File: src/rcs_pkg.sv
// ----------------------------------------------------------------------------
// rcs_pkg
// types and constants shared by the ray setup pipeline
// ----------------------------------------------------------------------------
`default_nettype none

package rcs_pkg;

  // one quotient bit per divider cell
  localparam int DIV_STEPS  = 31;
  // pipeline depth of the ray direction unit
  localparam int RAY_STAGES = 6;
  // column register + ray unit + divider chain + side multiply + output register
  localparam int LATENCY    = 1 + RAY_STAGES + DIV_STEPS + 2;

  typedef enum logic [2:0] {
    CFG_VIEW_DIR_X  = 3'd0,
    CFG_VIEW_DIR_Y  = 3'd1,
    CFG_CAM_PLANE_X = 3'd2,
    CFG_CAM_PLANE_Y = 3'd3,
    CFG_PLAYER_X    = 3'd4,
    CFG_PLAYER_Y    = 3'd5
  } cfg_reg_t;

  // what travels down the divider chain for one axis
  typedef struct packed {
    logic signed [16:0] ray;
    logic [16:0]        divisor;
    logic [15:0]        rem;
    logic [30:0]        qn;       // numerator bits shift out on top, quotient bits in below
  } div_cell_t;

endpackage

`default_nettype wire

File: src/rcs_div_cell.sv
// ----------------------------------------------------------------------------
// rcs_div_cell
// one restoring division step, registered, handing its result to the next cell
// ----------------------------------------------------------------------------
`default_nettype none

module rcs_div_cell
  import rcs_pkg::*;
(
  input  logic      clk,
  input  div_cell_t cell_in,
  output div_cell_t cell_out
);

  logic [16:0] rem_sh;
  logic [17:0] trial;
  logic        fits;
  div_cell_t   cell_next;

  always_comb begin
    rem_sh    = {cell_in.rem, cell_in.qn[30]};
    trial     = {1'b0, rem_sh} - {1'b0, cell_in.divisor};
    fits      = ~trial[17];
    cell_next = cell_in;
    cell_next.rem = fits ? trial[15:0] : rem_sh[15:0];
    cell_next.qn  = {cell_in.qn[29:0], fits};
  end

  always_ff @(posedge clk) begin
    cell_out <= cell_next;
  end

endmodule

`default_nettype wire

File: config.mk
export PLATFORM = sky130hd
export DESIGN_NAME = rcs_div_cell
export DESIGN_NICKNAME = d
export VERILOG_FILES = /design/src/rcs_pkg.sv /design/src/rcs_div_cell.sv
export SDC_FILE = /design/constraint.sdc
export NUM_CORES = 1
export LEC_CHECK = 0
export ABC_AREA = 0
export BUFFER_PORTS_ARGS = -buffer_cell sky130_fd_sc_hd__buf_4
export CAP_MARGIN = 10
export CORE_UTILIZATION = 46
export DETAILED_ROUTE_END_ITERATION = 10
export GPL_TIMING_DRIVEN = 0
export HOLD_SLACK_MARGIN = 0.1
export PLACE_DENSITY_LB_ADDON = 0.12
export SETUP_SLACK_MARGIN = 0.3
export SLEW_MARGIN = 25
export SYNTH_ARGS = -nofsm -noshare
export SYNTH_HDL_FRONTEND = slang
export SYNTH_SLANG_ARGS = --single-unit
File: constraint.sdc
create_clock -name clk -period 4.6 [get_ports clk]
set_clock_uncertainty 0.2 [all_clocks]
set_input_delay 0.46 -clock clk [delete_from_list [all_inputs] [get_ports clk]]
set_output_delay 0.46 -clock clk [all_outputs]
set_load 0.05 [all_outputs]
== Word level (Yosys, flattened, before mapping) ==
Index checks and enable logic that the tools add are counted.

* Output and inout bits: 81
* Input bits: 82
* Bits in latches: 0
* Memory bits (read-only): 0
* Register bits after elaboration: 81
* Memory bits (writable): 0
* Memories: 0
* Logic and storage cells: 7

* Order comparisons: 0
* Reductions and logical operators: 0
* Shift-type cells: 0
* Mux-type cells: 1
* Bitwise logic cells: 1
* $add $sub $neg: 1
* Divide/modulo/power cells: 0
* Eq/ne operators: 0
* Multiply operators: 0

{| class="wikitable"
|+ Operators with widths
! kind !! number
|-
| 17-bit by 17-bit subtractor with 18-bit output || 1
|-
| 16-bit two-way mux || 1
|-
| 1-bit inverter || 1
|}

== Logic depth before layout (Yosys ltp) ==
* Word-level depth: 2
* Depth in mapped cells: 11
* Depth with buffers taken out: 10

== Worst setup path before layout ==
No wires, ideal clock.

* Kind: input-to-reg
* From: input cell_in[57] in the netlist's numbering
* To: register cell_out[38] in the netlist's numbering
* Arrival time: 2.304 ns
* Path slack: 1.974 ns
* Stages: 10
* Required time: 4.279 ns
* Path buffers: 3
* Library setup time: 0.121 ns
* Cells stage by stage: inv_1 ha_1 buf_4 nand4_1 or2_4 o311a_1 a21o_1 buf_6 buf_12 mux2_4

{| class="wikitable"
|+ RTL lines
! element !! RTL line !! source
|-
| start, declared || rcs_div_cell.sv:11 || <nowiki>input div_cell_t cell_in,</nowiki>
|-
| end signal, assigned || rcs_div_cell.sv:30 || <nowiki>cell_out <= cell_next;</nowiki>
|-
| end, declared || rcs_div_cell.sv:12 || <nowiki>output div_cell_t cell_out</nowiki>
|}

==> results.yml <==
power:
  p_leak_nw: 2.44
  peakVddDrop_mv: 0.258
  power_per_cell_area_nw_per_um2: 377
  finalPower_mw: 1.85
final_layout:
  nNetsFinal: 576
  diodes: 0
  fin_area_sq_um: 4920
  area_growth_pct: 76.4
  fin_util: 0.866
  regMostFlops: "cell_out"
  largest_reg_flops: 81
  drive_gt1_frac: 0.416
  top_regs: "cell_out x81"
flow_run:
  cap_viol_max_count: 0
grt:
  grt-ovfl-total: 0
  use_met1: 0.347
  grt_max_degree: 17
  antenna_found_initial: 0
  grt_pass1_wl_um: 14600
  grt_busiest_layer: "met2"
  grt.met3_usage: 0.112
  grtUsageTotal: 0.314
  grt_pass1_vias: 2726
  grt_use_met2: 0.543
floorplan:
  die_w_um: 79.8
  dieArea_sq_um: 6370
  pin_count: 163
  core-area_sq_um: 5680
  start_util: 0.491
  row_count: 27
  die_h_um: 79.8
route:
  drtIter0Drc: 112
  drt-pass1-iter-count: 6
  wl_per_cell_um: 18.1
  drc_errors: 0
  num_vias: 2717
  via_per_inst: 4.91
  wl_um: 10000
  ant_nets: 0
place:
  place_area_sq_um: 4090
  dpl.hpwl_um: 5150
  port_buffers: 162
  post-place-ws_ns: 1.64
  gp_congestion: 0.838
logic_synthesis:
  yosysWarningCount: 0
  syn_area_per_cell_sq_um: 11.7
  netlist_area_sq_um: 2790
  synth-edff-count: 0
  ys.flop_type: "dfxtp_1"
  async_reset_ff_frac: 0
  syn_inst: 239
  ys_types: 40
  synth-seq-cells: 81
  yosysSeqAreaShare: 0.582
  syn_nets: 339
sta:
  rsz0062_at_grt: "no"
  tns_ns: 0
  setup_violations: 0
  slew_headroom: 0.682
  hold_viol: 0
  drv_slew: 0
  post-route-period-util: 0.691
  fmax_mhz: 315
  tightest_slew_ns: 0.471
  period_needed_ns: 3.18
  setup_slack_ns: 1.42
critical_path:
  path_class: "primary input to flip-flop"
  cp_max_fo: 4
  worstPathRequired_ns: 4.65
  startpoint_type: "primary input"
  critPathArrivalTime_ns: 3.23
  cp-end-kind: "flip-flop"
hold_path:
  hp-start: "cell_in[39]"
  hold_end: "cell_out[40]"
  hp-class: "primary input to flip-flop"
  hold_depth: 2
clocking:
  h-tree-depth: 3
  tritoncts.num_buffers: 9
  tritoncts: "done"
  cts_sinks: 81
  root_buffer: "clkbuf_8"
  clk_path_buf_depth: 2
  clk_pin_slew_ns: 0.10
status:
  status: "finished, final reports clean"
worst max-delay path: stages:
cell           delay [ns]
dlygate4sd3_1        0.53
buf_4                0.12
ha_1                 0.18
inv_1                0.06
fa_1                 0.41
a211oi_1             0.35
o21ai_0              0.27
a21oi_1              0.27
o31ai_1              0.12
xor2_1               0.17
mux2_4               0.28
per-stage QoR:
step,instances,hold slack (ns)
floorplan,239,0.288
global placement,473,0.365
detailed placement,473,0.366
CTS,553,0.124
global route,553,0.122
finish,553,0.133
worst max path at each step:
stage / from / end / slack [ns] / cells after the start
floorplan: cell_in[57] / cell_out[38] / 1.97 / 10
global placement: cell_in[30] / cell_out[41] / 1.64 / 11
detailed placement: cell_in[30] / cell_out[41] / 1.64 / 11
CTS: cell_in[48] / cell_out[41] / 1.52 / 12
global route: cell_in[47] / cell_out[41] / 1.37 / 11
finish: cell_in[47] / cell_out[41] / 1.42 / 11
routing by layer:
metal,vias up,part of all wire
met4,0,0.029
met3,26,0.092
met5,-,0
li1,1287,-
met1,1249,0.38
met2,155,0.49
cell type report:
class                      count  area, sq um
buffer                         4         42.5
clock buffer                   9          124
clock inverter                 7         58.8
fill                         252          759
inverter                      22         82.6
multi-input combinational    132         1040
sequential                    81         1620
tap                           72         90.1
timing repair buffer         226         1860
placed cells by master (no fill, tap or decap), types with 3 or more instances in the layout:
cell type and instances:
a21oi_1 16, dfxtp_1 81, xnor2_1 6, mux2i_1 3, a21o_1 6, inv_1 22, xor2_1 4, nand4_1 3
nand2_1 11, buf_4 163, ha_1 17, clkbuf_8 9, nor2_1 10, o21a_1 3, o21ai_0 9, mux2_2 7
dlygate4sd3_1 64, inv_6 3, mux2_4 7
cell usage after synthesis, drive strengths merged, types with 3 or more instances:
cell type	n	area share
a21oi	16	0.029
buf	3	0.014
xor2	4	0.013
dfxtp	81	0.58
nand4	3	0.0067
o21ai	9	0.016
mux2i	3	0.011
o21a	3	0.0081
ha	17	0.076
a21o	6	0.016
xnor2	6	0.019
nor2	10	0.013
or2	3	0.0076
nand2	11	0.015
inv	22	0.030
mux2	14	0.066
power by group:
part	leakage, nW	switching, mW	total, mW	internal, mW
clock network	0.0925	0.293	0.498	0.206
logic	1.66	0.343	0.579	0.237
registers	0.683	0.0209	0.776	0.756
kinds of logic after synthesis:
family,share of synthesized area
and+or+nand+nor,0.0665
buffers and inverters,0.0449
adders and majority gates,0.0835
AOI/OAI and AO/OA,0.115
DFF,0.582
muxes,0.0768
xor gates and xnor gates,0.0314
timing repair:
action	in CTS	in global routing
hold endpoints to repair	64	0
gates resized for setup	0	0
buffers inserted	0	0
hold buffers	64	0
(Power assumes the default switching activity.)
